**src/sv/tcw_pkg.sv**
```systemverilog
// ----------------------------------------------------------------------------
// tcw_pkg
// shared constants, codes and control types of the text console writer
// ----------------------------------------------------------------------------
`default_nettype none

package tcw_pkg;

    // screen geometry
    localparam int ROWS       = 25;
    localparam int COLUMNS    = 80;
    localparam int CELL_COUNT = ROWS * COLUMNS;

    localparam int ROW_W = (ROWS > 1) ? $clog2(ROWS) : 1;
    localparam int COL_W = $clog2(COLUMNS + 1);
    localparam int CA_W  = $clog2(CELL_COUNT);
    localparam int OFF_W = $clog2(CELL_COUNT + 1);

    // item field widths
    localparam int FUNC_W   = 3;
    localparam int CHAR_W   = 8;
    localparam int COLOR_W  = 5;
    localparam int ADDR_W   = 11;
    localparam int CUROFF_W = 11;
    localparam int CELL_W   = 16;
    localparam int CLR_W    = 4;

    localparam int S_TDATA_W = 32;
    localparam int M_TDATA_W = 40;

    // configuration port
    localparam int CFG_IDX_W  = 1;
    localparam int CFG_DATA_W = 4;
    localparam logic [CFG_IDX_W-1:0] CFG_DEF_FG = 1'b0;
    localparam logic [CFG_IDX_W-1:0] CFG_DEF_BG = 1'b1;

    localparam logic [CLR_W-1:0] DEF_FG_RST = 4'd7;
    localparam logic [CLR_W-1:0] DEF_BG_RST = 4'd0;

    // function codes
    localparam logic [FUNC_W-1:0] FN_PRINT = 3'd0;
    localparam logic [FUNC_W-1:0] FN_COLOR = 3'd1;
    localparam logic [FUNC_W-1:0] FN_CLEAR = 3'd2;
    localparam logic [FUNC_W-1:0] FN_HOME  = 3'd3;
    localparam logic [FUNC_W-1:0] FN_READ  = 3'd4;

    localparam logic [CHAR_W-1:0] CH_LF    = 8'd10;
    localparam logic [CHAR_W-1:0] CH_CR    = 8'd13;
    localparam logic [CHAR_W-1:0] CH_BLANK = 8'd32;

    // start point of the sweep counter
    typedef enum logic [1:0] {
        CS_ZERO,
        CS_COPY,
        CS_LAST_ROW
    } t_cnt_start;

    typedef struct packed {
        logic       latch;
        logic       wrap;
        logic       put;
        logic       set_color;
        logic       home;
        logic       defaults;
        logic       cnt_load;
        t_cnt_start cnt_start;
        logic       copy;
        logic       fill;
        logic       fill_zero;
        logic       rd_cell;
        logic       load_out;
    } t_tcw_cmd;

    typedef struct packed {
        logic [FUNC_W-1:0] func;
        logic              newline;
        logic              col_full;
        logic              last_row;
        logic              cnt_last;
        logic              out_free;
    } t_tcw_stat;

endpackage

`default_nettype wire

```
**src/sv/tcw_ctrl.sv**
```systemverilog
// ----------------------------------------------------------------------------
// tcw_ctrl
// sequencer: decodes each item and steps the datapath through print, scroll,
// fill, read and result phases
// ----------------------------------------------------------------------------
`default_nettype none

module tcw_ctrl (
    input  wire                i_clk,
    input  wire                i_rst_n,
    input  wire                i_in_valid,
    output logic               o_in_ready,
    input  tcw_pkg::t_tcw_stat i_stat,
    output tcw_pkg::t_tcw_cmd  o_cmd
);
    import tcw_pkg::*;

    typedef enum logic [2:0] {
        ST_INIT,
        ST_IDLE,
        ST_EXEC,
        ST_COPY,
        ST_DRAIN,
        ST_FILL,
        ST_PUT,
        ST_RESULT
    } t_state;

    t_state r_state;
    t_state n_state;

    always_ff @(posedge i_clk) begin
        if (!i_rst_n) begin
            r_state <= ST_INIT;
        end else begin
            r_state <= n_state;
        end
    end

    assign o_in_ready = (r_state == ST_IDLE);

    always_comb begin
        n_state = r_state;
        o_cmd   = '0;
        unique case (r_state)
            ST_INIT: begin
                // zero the whole store after reset
                o_cmd.fill      = 1'b1;
                o_cmd.fill_zero = 1'b1;
                if (i_stat.cnt_last) begin
                    n_state = ST_IDLE;
                end
            end
            ST_IDLE: begin
                if (i_in_valid) begin
                    o_cmd.latch = 1'b1;
                    n_state     = ST_EXEC;
                end
            end
            ST_EXEC: begin
                n_state = ST_RESULT;
                unique case (i_stat.func)
                    FN_PRINT: begin
                        if (i_stat.newline || i_stat.col_full) begin
                            o_cmd.wrap = 1'b1;
                            if (i_stat.last_row) begin
                                o_cmd.cnt_load  = 1'b1;
                                o_cmd.cnt_start = CS_COPY;
                                n_state         = ST_COPY;
                            end else if (!i_stat.newline) begin
                                n_state = ST_PUT;
                            end
                        end else begin
                            n_state = ST_PUT;
                        end
                    end
                    FN_COLOR: begin
                        o_cmd.set_color = 1'b1;
                    end
                    FN_CLEAR: begin
                        o_cmd.home      = 1'b1;
                        o_cmd.cnt_load  = 1'b1;
                        o_cmd.cnt_start = CS_ZERO;
                        n_state         = ST_FILL;
                    end
                    FN_HOME: begin
                        o_cmd.home     = 1'b1;
                        o_cmd.defaults = 1'b1;
                    end
                    FN_READ: begin
                        o_cmd.rd_cell = 1'b1;
                    end
                    default: begin
                    end
                endcase
            end
            ST_COPY: begin
                o_cmd.copy = 1'b1;
                if (i_stat.cnt_last) begin
                    n_state = ST_DRAIN;
                end
            end
            ST_DRAIN: begin
                // last copy write lands here
                o_cmd.cnt_load  = 1'b1;
                o_cmd.cnt_start = CS_LAST_ROW;
                n_state         = ST_FILL;
            end
            ST_FILL: begin
                o_cmd.fill = 1'b1;
                if (i_stat.cnt_last) begin
                    if (i_stat.func == FN_PRINT && !i_stat.newline) begin
                        n_state = ST_PUT;
                    end else begin
                        n_state = ST_RESULT;
                    end
                end
            end
            ST_PUT: begin
                o_cmd.put = 1'b1;
                n_state   = ST_RESULT;
            end
            ST_RESULT: begin
                if (i_stat.out_free) begin
                    o_cmd.load_out = 1'b1;
                    n_state        = ST_IDLE;
                end
            end
            default: begin
                n_state = ST_IDLE;
            end
        endcase
    end

    // a result is only produced when the output register can take it
    a_load_free: assert property (@(posedge i_clk) disable iff (!i_rst_n)
        o_cmd.load_out |-> i_stat.out_free)
        else $error("result loaded into a full output register");

    // scroll always runs copy, drain, fill in that order
    a_drain_to_fill: assert property (@(posedge i_clk) disable iff (!i_rst_n)
        r_state == ST_DRAIN |=> r_state == ST_FILL)
        else $error("scroll drain not followed by fill");

    // no item is taken while the store is being cleared after reset
    a_init_no_accept: assert property (@(posedge i_clk) disable iff (!i_rst_n)
        r_state == ST_INIT |-> !o_in_ready)
        else $error("item accepted during initial clear");

endmodule

`default_nettype wire

```
**config.mk**
```make
export PLATFORM = sky130hd
export DESIGN_NAME = tcw_ctrl
export DESIGN_NICKNAME = d
export VERILOG_FILES = /design/src/sv/tcw_pkg.sv /design/src/sv/tcw_ctrl.sv
export SDC_FILE = /design/constraint.sdc
export NUM_CORES = 1
export LEC_CHECK = 0
export ABC_AREA = 1
export BUFFER_PORTS_ARGS = -buffer_cell sky130_fd_sc_hd__buf_2
export CAP_MARGIN = 30
export CORE_AREA = 4 4 41 43
export CTS_CLUSTER_DIAMETER = 60
export CTS_CLUSTER_SIZE = 8
export DETAILED_ROUTE_END_ITERATION = 12
export DIE_AREA = 0 0 45 47
export GPL_TIMING_DRIVEN = 0
export SLEW_MARGIN = 20
export SYNTH_ARGS = -nofsm -noshare
export SYNTH_HDL_FRONTEND = slang
export SYNTH_SLANG_ARGS = --single-unit
```
**constraint.sdc**
```tcl
create_clock -name i_clk -period 1.2 [get_ports i_clk]
set_input_delay 0.06 -clock i_clk [delete_from_list [all_inputs] [get_ports i_clk]]
set_output_delay 0.06 -clock i_clk [all_outputs]
set_load 0.02 [all_outputs]
```
# Yosys cells after proc, flatten, opt, wreduce, memory -nomap -nowiden
# Cells that the tools add are included.
# totals
in_bits,11
elab_cells,57
register_bits,3
out_inout_bits,15
# op_classes
n_reduce_logical,8
muxes,32
eq_ne,16
# op_table
operator,n
$mux 3,10
$pmux 3 s8,1
$mux 1,18
$pmux 3 s2,3
$eq 3x3->1 const B,5
$eq 3x2->1 const B,4
$ne 2x2->1 const B,5
$eq 3x1->1 const B,2
$logic_not 3->1,2
$reduce_and 5->1,1
$reduce_or 2->1,2
$logic_and 1x1->1,1
$logic_not 1->1,1
$logic_or 1x1->1,1

# Longest topological paths before layout
# Gate-level depths: netlist of run 1.
# logic_depth
word_depth,5
ltp_mapped,9
depth_no_buf,8

# Least setup slack after synthesis of run 1
# OpenSTA, ideal clock, no wires.
# synth_path
path_type,register -> output
from,register r_state[1]
to,output o_cmd[7] in the netlist's numbering
path_stages_with_launch,7
path_slack_ps,-185
t_arrival_ps,1325
required_ps,1140
path_cell_list,dfxtp_1 -> inv_2 -> nor2_4 -> nand2_4 -> nor3_2 -> a21oi_1 -> o21ai_1
# synth_lines
element,line_no,text
from (decl),tcw_ctrl.sv:29,t_state r_state;
from (signal assigned),tcw_ctrl.sv:36,r_state <= n_state;
to (decl),tcw_ctrl.sv:14,output tcw_pkg::t_tcw_cmd o_cmd

==> results of run 1 <==
-- synth_stat cells, drive strengths merged --
library cell / number
a21oi: 3
buf: 1
dfxtp: 3
inv: 15
nand2: 12
nand3: 10
nor2: 16
nor3: 2
nor4: 3
o211a: 1
o21ai: 5
o22ai: 1
-- power groups by stage --
stage	logic, W	clock network, W	registers [W]
after global placement	0.000862	0	0.000190
after detailed placement	0.000866	0	0.000189
after CTS	0.00103	0.000185	0.000200
after floorplan	0.000662	0	0.000181
after global routing	0.00135	0.000195	0.000222
final	0.00124	0.000173	0.000216
-- routing by layer --
metal  track usage  vias to the layer above  wire, um
li1              -                      306         -
met1         0.134                      275       514
met2         0.246                        8       790
met3        0.0230                        0        42
met4        0.0702                        0         0
met5             0                        -         0
-- through the flow --
step	setup WS, ns	utilization	power, W
detailed placement	-0.0218	0.433	0.00105
floorplan	-0.166	-	0.000843
global placement	-0.0263	0.433	0.00105
finish	-0.172	0.600	0.00163
CTS	-0.140	0.508	0.00142
global route	-0.243	0.600	0.00177
-- cell families (layout without fill, tap and decap cells) --
kind of cell,after synthesis,in the layout
compound gates,10,10
buf+inv,16,52
flops,3,3
simple gates,43,43
-- final cells by class --
cell class,count,share of cell area
sequential,3,0.0833
clock buffer,4,0.0337
timing repair buffer,32,0.292
buffer,1,0.0144
multi-input combinational,53,0.474
tap,15,0.0240
inverter,15,0.0785
-- tightest hold or removal path, delay by kind of cell --
family,cells,cell delay [ns]
buffers and inverters,1,0.11
and+or+nand+nor,2,0.09
-- what timing repair did --
action | 4_1_cts | 5_1_grt
gates resized for setup | 10 | 26
setup buffers | 6 | 2
hold endpoints to repair | 0 | 0
endpoints found under the setup margin | 9 | 17
pin swaps | 3 | 7
-- how the worst max path moves through the flow --
stage | startpoint | end | slack (ns) | cells after the start
6_report | r_state[1]$_SDFFE_PN0P_ | o_cmd[1] | -0.17 | 5
2_1_floorplan | r_state[1]$_SDFFE_PN0P_ | o_cmd[10] | -0.17 | 4
5_1_grt | r_state[1]$_SDFFE_PN0P_ | o_cmd[1] | -0.24 | 5
3_5_place_dp | r_state[1]$_SDFFE_PN0P_ | o_cmd[7] | -0.02 | 7
4_1_cts | r_state[1]$_SDFFE_PN0P_ | o_cmd[7] | -0.14 | 7
3_3_place_gp | r_state[1]$_SDFFE_PN0P_ | o_cmd[7] | -0.03 | 7
-- cell usage in the layout (no fill, tap or decap), drive strengths merged --
cell	n
dfxtp	3
o211a	1
inv	15
nand3	10
clkbuf	4
a21oi	3
nor2	16
nor4	3
o22ai	1
nor3	2
nand2	12
buf	33
o21ai	5
==> metrics.md, run 1 <==
| Metric | Value |
|---|---|
| Detailed Place HPWL | `934 um` |
| Netlist cell types | `20` |
| Slowest CP cell | `dfxtp_4` |
| Fin Setup TNS | `-0.737 ns` |
| R2R depth | `8` |
| Diodes inserted | `0` |
| Synth area leaders | `dfxtp_1, inv_1, nor2_1` |
| Switch Pwr | `0.000818 W` |
| Largest family of logic cells by synthesized area | `simple AND/OR/NAND/NOR gates` |
| DRT Pass-1 Iters | `4` |
| Synth Area in Simple Gates | `0.555` |
| FF-to-FF setup slack | `0.02 ns` |
| Largest registers | `r_state (3)` |
| Layout cells sized above 1 | `0.556` |
| Clk_lat worst skew | `0.23 ns` |
| Num Clock Sinks | `3` |
| Cell area power density | `2090 nW/um^2` |
| Total number of vias | `589` |
| Post-synth design cell area | `413 um^2` |
| Antenna Nets Post-Route | `0` |
| WHS | `0.0681 ns` |
| Warnings, synthesis | `0` |
| Placed cell areas | `563 um^2` |
| Vias/cell | `4.79` |
| Register area | `65.1 um^2` |
| RePlAce Congestion | `0.753` |
| Largest stage delay, worst path | `0.36 ns` |
| Worst r2r dst | `r_state[2]$_SDFFE_PN0P_` |
| GRT overflow | `0` |
| HP Class | `primary input to flip-flop` |
| Multiplexer share of the synthesized area | `0` |
| Synthesized net count | `83` |
| Pint | `0.000813 W` |
| Number of fill cells | `129` |
| CP required | `1.14 ns` |
| HP Start | `i_rst_n` |
| CTS Buf Count | `3` |
| Placed cells | `112` |
| Die Wd | `45 um` |
| Largest area contributor in the netlist | `dfxtp_1` |
| Max reg flops | `3` |
| Combinational share of power | `0.762` |
| Multi-input logic area | `370 um^2` |
| #FFs+latches synth | `3` |
| Final hold violations | `0` |
| Synth Area in Adders | `0` |
| CP delay by family, top | `simple AND/OR/NAND/NOR gates` |
| Global-route wire length before repair | `1990 um` |
| Fin crit share | `1.14` |
| Die height | `47 um` |
| Hold EP | `r_state[2]$_SDFFE_PN0P_` |
| Vias in the first global route | `499` |
| DRC Markers | `0` |
| Worst-Margin Slew | `0.260 ns` |
| GR Util All Layers | `0.130` |
| Maximum clock rate | `0.729 GHz` |
| DR WL/cell | `11.0 um` |
| Total Wirelength | `1350 um` |
| Clock slew at reported path FFs | `0.04 ns` |
| Slew Limit Fails | `0` |
| IO Port Bufs | `25` |
| Io pins | `26` |
| Synth Area in Compound Gates | `0.136` |
| Seq pwr share | `0.132` |
| Max Buffers Root-to-Sink | `2` |
| Maximum number of pins on one net before global-route repair | `9` |
| Mean area per synthesized cell | `5.73 um^2` |
| Root buffer cell | `clkbuf_4` |
| Maximum VDD drop | `1000 uV` |
| Non-Filler Instances | `123` |
| Arr. time, crit path | `1.31 ns` |
| Startpoint types | `flip-flop` |
| Min-Delay Path Depth | `3` |
| CP Capture Type | `primary output` |
| Htree depth | `1` |
| Slew HR | `0.825` |
| WP buf/inv | `2` |
| Core footprint | `1300 um^2` |
| Leak | `0.416 nW` |
| Drt initial violations | `6` |
| Clock Skew | `0.00186 ns` |
| MaxCap Viol Count | `0` |
| Post-CTS Hold Buffers | `0` |
| Status | `finished with violations` |
| Sw Ratio | `0.501` |
| Most flops, register | `r_state` |
| Synth Area in XOR/XNOR | `0` |
| Cell area after layout | `781 um^2` |
| Failing checks | `negative setup slack` |
| Cell Chain, Critical Path | `inv_4 -> nor2_4 -> nand2_4 -> nor4_2 -> buf_4` |
| Area growth, synth to finish | `89.1%` |
| Synth top area share | `0.145` |
| Synth Instances | `72` |
| Critical path class | `flip-flop to primary output` |
| Post-synthesis sequential area ratio | `0.145` |
| Num rows | `13` |
| Antenna violations before repair | `0` |
| Initial Util | `0.317` |
| Reg-to-reg startpoint | `r_state[1]$_SDFFE_PN0P_` |
| Clock share of power | `0.106` |
| Worst setup margin | `-0.172 ns` |
| CP Max Fanout | `5` |
| Nets | `120` |
| Final setup fails | `7` |
| Unrepaired setup endpoints after global routing | `true` |
| CTS tree | `built` |
| Final worst path period need | `1.37 ns` |
| Die area | `2120 um^2` |
(Power assumes the default switching activity.)
==> inputs of run 2 (changes only) <==
SETUP_SLACK_MARGIN = 0.15   (was not set)
==> run 2 against run 1 <==
The flow still finishes with violations (negative setup slack). Via count is 0.34% higher. Wire length is 11% lower. Final area is 0.64% lower. Clock skew is 0.0014 ns lower. Power is 5.7% lower. Global-route usage is 1.3 points higher. Fmax is 4.3% higher.
==> metrics.md, run 2 (synthesis results as in run 1) <==
| Metric | Value |
|---|---|
| Post-CTS Hold Buffers | `0 (unchanged)` |
| Vias in the first global route | `597 (+20%)` |
| Arr. time, crit path | `1.26 ns (-0.05 ns)` |
| Commonest non-fill, non-tap cell in the layout | `buf_4` |
| CP Capture Type | `primary output` |
| Slowest CP cell | `dfxtp_4` |
| Nets | `120 (unchanged)` |
| Total number of vias | `591 (+0.34%)` |
| CTS Buf Count | `3 (unchanged)` |
| Drt initial violations | `12 (+6)` |
| Die height | `47 um (unchanged)` |
| CTS tree | `built` |
| Max Buffers Root-to-Sink | `2 (unchanged)` |
| Die area | `2120 um^2 (unchanged)` |
| DRT Pass-1 Iters | `4 (unchanged)` |
| Global-route wire length before repair | `2300 um (+16%)` |
| Status | `finished with violations` |
| Fin crit share | `1.10 (-0.0471)` |
| Clk_lat worst skew | `0.22 ns (about the same)` |
| Root buffer cell | `clkbuf_4` |
| Slew Limit Fails | `0 (unchanged)` |
| Detailed Place HPWL | `903 um (-3.3%)` |
| Failing checks | `negative setup slack` |
| PnR Total Power | `0.00154 W (-5.7%)` |
| IO Port Bufs | `25 (unchanged)` |
| Layout cells sized above 1 | `0.556 (unchanged)` |
| Num rows | `13 (unchanged)` |
| Max reg flops | `3 (unchanged)` |
| CP Max Fanout | `5 (unchanged)` |
| Maximum number of pins on one net before global-route repair | `9 (unchanged)` |
| Cell area after layout | `776 um^2 (-0.64%)` |
| Clock slew at reported path FFs | `0.03 ns (about the same)` |
| Final hold violations | `0 (unchanged)` |
| HP Class | `primary input to flip-flop` |
| Maximum VDD drop | `1330 uV (+33%)` |
| Cell Chain, Critical Path | `inv_6 -> nor2_4 -> nand2_4 -> buf_6 -> nor4_4 -> buf_4` |
| MaxCap Viol Count | `0 (unchanged)` |
| Area growth, synth to finish | `87.9%` |
| GR Util All Layers | `0.143 (+0.0132)` |
| Initial Util | `0.317 (unchanged)` |
| Total Wirelength | `1200 um (-11%)` |
| Num Clock Sinks | `3 (unchanged)` |
| Unrepaired setup endpoints after global routing | `true` |
| Most flops, register | `r_state` |
| GRT overflow | `0 (unchanged)` |
| Largest registers | `r_state (3)` |
| Largest stage delay, worst path | `0.37 ns (about the same)` |
| Clock Skew | `0.000411 ns (-0.00144 ns)` |
| Diodes inserted | `0 (unchanged)` |
| Io pins | `26 (unchanged)` |
| Worst setup margin | `-0.116 ns (+0.0565 ns)` |
| Slew HR | `0.862 (+0.0367)` |
| Number of fill cells | `130 (+0.78%)` |
| Post-layout util | `0.596 (-0.00385)` |
| Leak | `0.416 nW (about the same)` |
| DR WL/cell | `9.77 um (-11%)` |
| Critical path class | `flip-flop to primary output` |
| Antenna violations before repair | `0 (unchanged)` |
| Worst-Margin Slew | `0.206 ns (-0.0545 ns)` |
| Die Wd | `45 um (unchanged)` |
| Htree depth | `1 (unchanged)` |
| DRC Markers | `0 (unchanged)` |
| Core footprint | `1300 um^2 (unchanged)` |
| Cell area power density | `1980 nW/um^2 (-5.1%)` |
| CP required | `1.14 ns (about the same)` |
| Placed cell areas | `593 um^2 (+5.3%)` |
| Vias/cell | `4.80 (+0.34%)` |
| Final setup fails | `12 (+5)` |
| Startpoint types | `flip-flop` |
| Most frequent cells in the layout | `buf_4, inv_1, buf_2, nor2_1, nand2_1` |
| Antenna Nets Post-Route | `0 (unchanged)` |
| Final worst path period need | `1.32 ns (-0.0565 ns)` |
| Maximum clock rate | `0.760 GHz (+4.3%)` |
| RePlAce Congestion | `0.701 (-6.9%)` |
==> run 2: cell count changes in the layout (fill, tap and decap cells not counted), moves of 2 or more <==
| cell | before | now |
|---|---|---|
| nor2_1 | 8 | 10 |
| buf_4 | 11 | 14 |
| nand3_4 | 2 | 0 |
| inv_2 | 0 | 2 |
| nand3_1 | 5 | 7 |
| nor4_1 | 2 | 0 |
| inv_4 | 2 | 0 |
| buf_6 | 5 | 7 |
| buf_2 | 16 | 12 |
==> run 2: stage by stage <==
step           TNS (ns)  std cells  setup WS [ns]  hold slack (ns)
5_1_grt           -2.20        123         -0.201           0.0896
4_1_cts          -0.937        123         -0.128           0.0791
6_report         -0.616        123         -0.116           0.0861
3_5_place_dp    -0.0376        112        -0.0376            0.325
2_1_floorplan   -0.0281         72        -0.0281            0.156
3_3_place_gp    -0.0289        112        -0.0289            0.319
==> run 2: where the power goes <==
part	internal, W	switching, W	total (W)
logic	0.000496	0.000665	0.00116
registers	0.000155	0.0000520	0.000207
clock network	0.000124	0.0000461	0.000170
==> run 2: cell type report <==
class	instances	area, um^2	share of cell area
Inverter	15	61.3	0.0790
Timing Repair Buffer	32	233	0.300
Multi-Input combinational cell	53	360	0.465
Tap cell	15	18.8	0.0242
Sequential cell	3	65.1	0.0839
Buffer	1	11.3	0.0145
Clock buffer	4	26.3	0.0339
==> run 2: worst max-delay path: cells and delay by family, from the launching register on <==
| kind | cells | cell delay, ns |
|---|---|---|
| buf+inv | 3 | 0.35 |
| simple gates | 3 | 0.32 |
| flops | 1 | 0.37 |
==> run 2: final timing paths <==
check / from / end / slack (ns) / cells past startpoint
max: r_state[1]$_SDFFE_PN0P_ / o_cmd[1] / -0.12 / 6
min: i_rst_n / r_state[2]$_SDFFE_PN0P_ / 0.09 / 3
max reg2reg: r_state[0]$_SDFFE_PN0P_ / r_state[2]$_SDFFE_PN0P_ / -0.04 / 9
min reg2reg: r_state[2]$_SDFFE_PN0P_ / r_state[0]$_SDFFE_PN0P_ / 0.68 / 4
==> run 2: what timing repair did <==
action | CTS | global route
buffers inserted | 7 | 0
pin swaps | 3 | 1
resized for setup | 25 | 7
hold endpoints to repair | 0 | 0
endpoints found under the setup margin | 18 | 18
==> run 2: per-layer routing <==
metal / up-vias / track usage / wire, um
li1: 304 / - / -
met1: 268 / 0.179 / 506
met2: 19 / 0.251 / 621
met3: 0 / 0.0153 / 74
met4: 0 / 0.0526 / 0
met5: - / 0 / 0
